## config.mk

```make
export PLATFORM = sky130hd
export DESIGN_NAME = igfrb_regs
export DESIGN_NICKNAME = d
export VERILOG_FILES = /design/src/design/igfrb_pkg.sv /design/src/design/igfrb_regs.sv
export SDC_FILE = /design/constraint.sdc
export NUM_CORES = 1
export LEC_CHECK = 0
export BUFFER_PORTS_ARGS = -buffer_cell sky130_fd_sc_hd__buf_4
export CAP_MARGIN = 0
export CORE_MARGIN = 2
export CORE_UTILIZATION = 32
export DETAILED_ROUTE_END_ITERATION = 8
export PLACE_DENSITY = 0.82
export SYNTH_ARGS = -nofsm -noshare
export SYNTH_HDL_FRONTEND = slang
export SYNTH_SLANG_ARGS = --single-unit
```

## constraint.sdc

```tcl
create_clock -name clk -period 3.24 [get_ports clk]
set_clock_uncertainty 0.2 [all_clocks]
set_input_delay 0.81 -clock clk [delete_from_list [all_inputs] [get_ports clk]]
set_output_delay 0.81 -clock clk [all_outputs]
set_load 0.005 [all_outputs]
```

## src/design/igfrb_pkg.sv

```systemverilog
`default_nettype none
// ----------------------------------------------------------------------------
// Idle-gap frame ring buffer package
// Shared constants, command codes and state encoding for the frame buffer.
// ----------------------------------------------------------------------------
package igfrb_pkg;

  localparam int FRAME_BYTES_DEF = 1024;
  localparam int FRAME_SLOTS_DEF = 3;

  localparam int APB_ADDR_W = 2;
  localparam int APB_DATA_W = 32;
  localparam int TICK_W     = 8;
  localparam int FLEN_W     = 10;
  localparam int BYTE_W     = 8;

  localparam logic [APB_ADDR_W-1:0] ADDR_IDLE_TICKS = 2'd0;
  localparam logic [TICK_W-1:0]     IDLE_TICKS_RST  = 8'd4;

  typedef enum logic [1:0] {
    CMD_BYTE  = 2'd0,
    CMD_TICK  = 2'd1,
    CMD_READ  = 2'd2,
    CMD_CLEAR = 2'd3
  } cmd_t;

  typedef enum logic {
    ST_IDLE = 1'b0,
    ST_READ = 1'b1
  } state_t;

endpackage : igfrb_pkg
`default_nettype wire

```

## src/design/igfrb_regs.sv

```systemverilog
`default_nettype none
// ----------------------------------------------------------------------------
// Frame buffer configuration registers
// APB-style register file holding the idle gap length in timer ticks.
// ----------------------------------------------------------------------------
module igfrb_regs (
  input  wire logic                               clk,
  input  wire logic                               rst_n,
  input  wire logic                               psel,
  input  wire logic                               penable,
  input  wire logic                               pwrite,
  input  wire logic [igfrb_pkg::APB_ADDR_W-1:0]   paddr,
  input  wire logic [igfrb_pkg::APB_DATA_W-1:0]   pwdata,
  output logic      [igfrb_pkg::APB_DATA_W-1:0]   prdata,
  output logic                                    pready,
  output logic      [igfrb_pkg::TICK_W-1:0]       idle_ticks
);
  import igfrb_pkg::*;

  logic [TICK_W-1:0] idle_ticks_r;
  logic [TICK_W-1:0] idle_ticks_nxt;
  logic              wr_en;

  assign pready = 1'b1;
  assign wr_en  = psel && penable && pwrite && pready && (paddr == ADDR_IDLE_TICKS);

  always_comb begin
    idle_ticks_nxt = idle_ticks_r;
    if (wr_en) begin
      idle_ticks_nxt = pwdata[TICK_W-1:0];
    end
  end

  always_ff @(posedge clk) begin
    if (!rst_n) begin
      idle_ticks_r <= IDLE_TICKS_RST;
    end else begin
      idle_ticks_r <= idle_ticks_nxt;
    end
  end

  always_comb begin
    prdata = '0;
    if (paddr == ADDR_IDLE_TICKS) begin
      prdata = {{(APB_DATA_W-TICK_W){1'b0}}, idle_ticks_r};
    end
  end

  assign idle_ticks = idle_ticks_r;

endmodule : igfrb_regs
`default_nettype wire

```

# After elaboration in Yosys (flattened, before gate mapping)
# Cells that the tools add are included.
dict set report totals {
  register_bits 8
  word_cells 6
}
dict set report op_classes {
  mux 1
  reduce_logical 4
}
# op n
set ops {}
lappend ops {{two-way mux 8 bit} 1}
lappend ops {{logical AND 1 bit} 3}
lappend ops {{logical NOT 2 bit} 1}

# Logic depth before layout (Yosys ltp)
dict set report depth {
  word_depth 3
  mapped_depth 4
  depth_no_buf 3
}

# Least setup slack after synthesis
# No wires, ideal clock.
dict set report synth_timing {
  path_type {input-to-output}
  startpoint {input port paddr[1] (netlist bit)}
  endpoint {output port prdata[0] (netlist bit)}
  arrival_time_ns 1.089
  required_time_ns 2.230
  path_slack_ns 1.141
  stages 2
  path_cell_list {nor2_4 > and2_1}
}
dict set report synth_via {
  elab_chain_cells 2
}
# item line_no
set synth_rtl {}
lappend synth_rtl {{start, declared} igfrb_regs.sv:12} ;# input wire logic [igfrb_pkg::APB_ADDR_W-1:0] paddr,
lappend synth_rtl {{logical NOT 2 bit} igfrb_regs.sv:44} ;# if (paddr == ADDR_IDLE_TICKS) begin
lappend synth_rtl {{two-way mux 8 bit} igfrb_regs.sv:44}
lappend synth_rtl {{end, declared} igfrb_regs.sv:14} ;# output logic [igfrb_pkg::APB_DATA_W-1:0] prdata,
# Every way passes these cells.

# Worst setup path in the final report
# Ends and elaborated chain as after synthesis.

==> reports/qor.yml <==
placement:
  hpwl_um: 898.1
  dp_slack_ns: 0.8111
  portBuffers: 30
  gp_congestion: 0.6259
clock_network:
  cts_buffer_depth: 2
  cts_hold_buffers: 0
  clkLatencyLatePin_ns: 0.24
  cts_inserted_buffers: 3
  clock_sinks: 8
  cts_tree: "done"
  ctsRootBufferMaster: "clkbuf_4"
  htree_levels: 1
  post_cts_buffers: 0
  cts.clk_slew.worst_paths_ns: 0.05
  ctsResizeCount: 0
cells_and_area:
  multi_input_area_um2: 309.0
  fill_cells: 191
  antennaDiodeCount: 0
  fin_nets: 142
  largest_reg_flops: 8
  final_common_cell: "buf_4"
  seq_area_um2: 160.2
  mostFrequentLayoutCells: "30 x buf_4, 25 x conb_1, 14 x nand2_1"
  drive_gt1_share_pct: 35.64
  syn2layout_area_growth_pct: 27.33
synth:
  synth_top_cell_area_share_pct: 31.78
  syn_avg_cell_area_um2: 8.202
  yosysWarningCount: 0
  synth_top_cell_by_area: "buf_4"
  yosysUniqueCellTypes: 15
  ys_seq_area_share_pct: 27.12
  synth_cells: 72
  synth.area.top_cells: "buf_4 32%, dfxtp_1 27%, mux2i_1 12%"
  ys_seq_elements: 8
  netlist_area_um2: 590.6
global_route:
  grt_pass1_wl_um: 1607
  grt_remaining_overflow: 0
  grt_usage_pct: 10.82
  antenna_found_initial: 0
  grt_pass1_vias: 395
  grt_max_degree: 16
detailed_routing:
  drt-wirelength-per-cell_um: 8.563
  finalWirelength_um: 1079
  viasPerCell: 3.643
  dr_total_vias: 459
  detail_route.iter0.violations: 0
  antenna_left: 0
  first_pass_iters: 1
  route.detailed.drc: 0
worst_setup_path:
  cp.required_ns: 2.23
  worstPathArrival_ns: 1.40
  crit_family: "simple AND/OR/NAND/NOR gates"
  startpoint_type: "primary input"
  crit_fanout: 9
  end_kind: "primary output"
  critPathSlowestCell: "nor2_4"
  path_cells: "buf_4 -> nor2_4 -> and2_1 -> buf_4"
  cp.buffers_inverters: 2
  critPathKind: "in -> out"
  cp_common_cell: "buf_4"
  cp_slowest_stage_delay_ns: 0.19
timing:
  min_period_ns: 2.406
  fmax_ghz: 0.4156
  timing.final.crit_share_pct: 74.26
  setup_violations: 0
  maxSlewViolCount: 0
  finalSetupTns_ns: 0
  rsz0062_at_grt: "false"
  hold_viol_final: 0
  fin_ws_ns: 0.8339
floorplanning:
  die-area_um2: 2205
  start_util_pct: 34.20
  die_h_um: 46.96
  core_um2: 1727
  rows: 15
  die_x_um: 46.96
  io_pins: 80
pwr:
  ir_drop_mv: 0.1910
  total_power_mw: 0.2093
  powerDensity_nw_per_um2: 278.3
  leakagePower_nw: 0.3915
job:
  drv_cap: 0
outcome:
  status: "completed"
min_path:
  hold_class: "reg -> reg"
## power by group
group | total, mW | switching, mW | internal [mW] | leakage [nW]
registers | 0.101 | 0.000856 | 0.0999 | 0.0646
clock network | 0.0732 | 0.0310 | 0.0422 | 0.0138
logic | 0.0353 | 0.0179 | 0.0174 | 0.313
## final timing paths
kind / slack [ns] / end / from / cells past startpoint
min: 0.27 / idle_ticks[1]$_SDFFE_PN0P_ / idle_ticks[1]$_SDFFE_PN0P_ / 2
max reg2reg: 2.44 / idle_ticks[2]$_SDFFE_PN1P_ / idle_ticks[2]$_SDFFE_PN1P_ / 2
max: 0.83 / prdata[0] / paddr[1] / 4
min reg2reg: 0.27 / idle_ticks[1]$_SDFFE_PN0P_ / idle_ticks[1]$_SDFFE_PN0P_ / 2
## cell usage after synthesis, drive strengths merged
| master | number |
|---|---|
| nand3 | 1 |
| buf | 27 |
| and3 | 1 |
| dfxtp | 8 |
| mux2i | 7 |
| o211ai | 1 |
| conb | 2 |
| and2 | 8 |
| nor2 | 1 |
| nor3 | 1 |
| nand2 | 14 |
| inv | 1 |
## metal layers
| metal | share of wire, % | GRT usage (%) | vias up |
|---|---|---|---|
| met5 | 0 | 0 | - |
| met4 | 0 | 3.333 | 0 |
| met3 | 11 | 5.769 | 0 |
| met2 | 50 | 19.73 | 34 |
| met1 | 39 | 10.47 | 193 |
| li1 | - | - | 232 |
## logic make-up after synthesis
group	Yosys count	share of synthesized area [%]
buffers and inverters	28	35.17
AND/OR/NAND/NOR	26	23.30
flip-flops	8	27.12
multiplexers	7	11.86
other	2	1.272
AO/OA/AOI/OAI	1	1.272
## metrics by stage
step           utilization, %  hold slack (ns)  std cells  area (um2)
6_report                43.55           0.2718        126       752.0
5_1_grt                 43.55           0.2997        126       752.0
4_1_cts                 43.55           0.2758        126       752.0
3_5_place_dp            42.25           0.2662        123       729.5
3_3_place_gp            42.25           0.2544        123       729.5
2_1_floorplan               -           0.2596         95       676.9
## area by class of cell
class	instances	share of cell area, %
Sequential cell	8	21.30
Clock buffer	3	2.995
Tap cell	25	4.160
Multi-Input combinational cell	59	41.10
Inverter	1	0.4992
Timing Repair Buffer	30	29.95
## worst register-to-register path: cells and delay by family (launching register included)
kind	cells	cell delay, ns
flops	1	0.32
buf+inv	1	0.06
compound gates	1	0.15
Power figures use the tool's default switching activity.
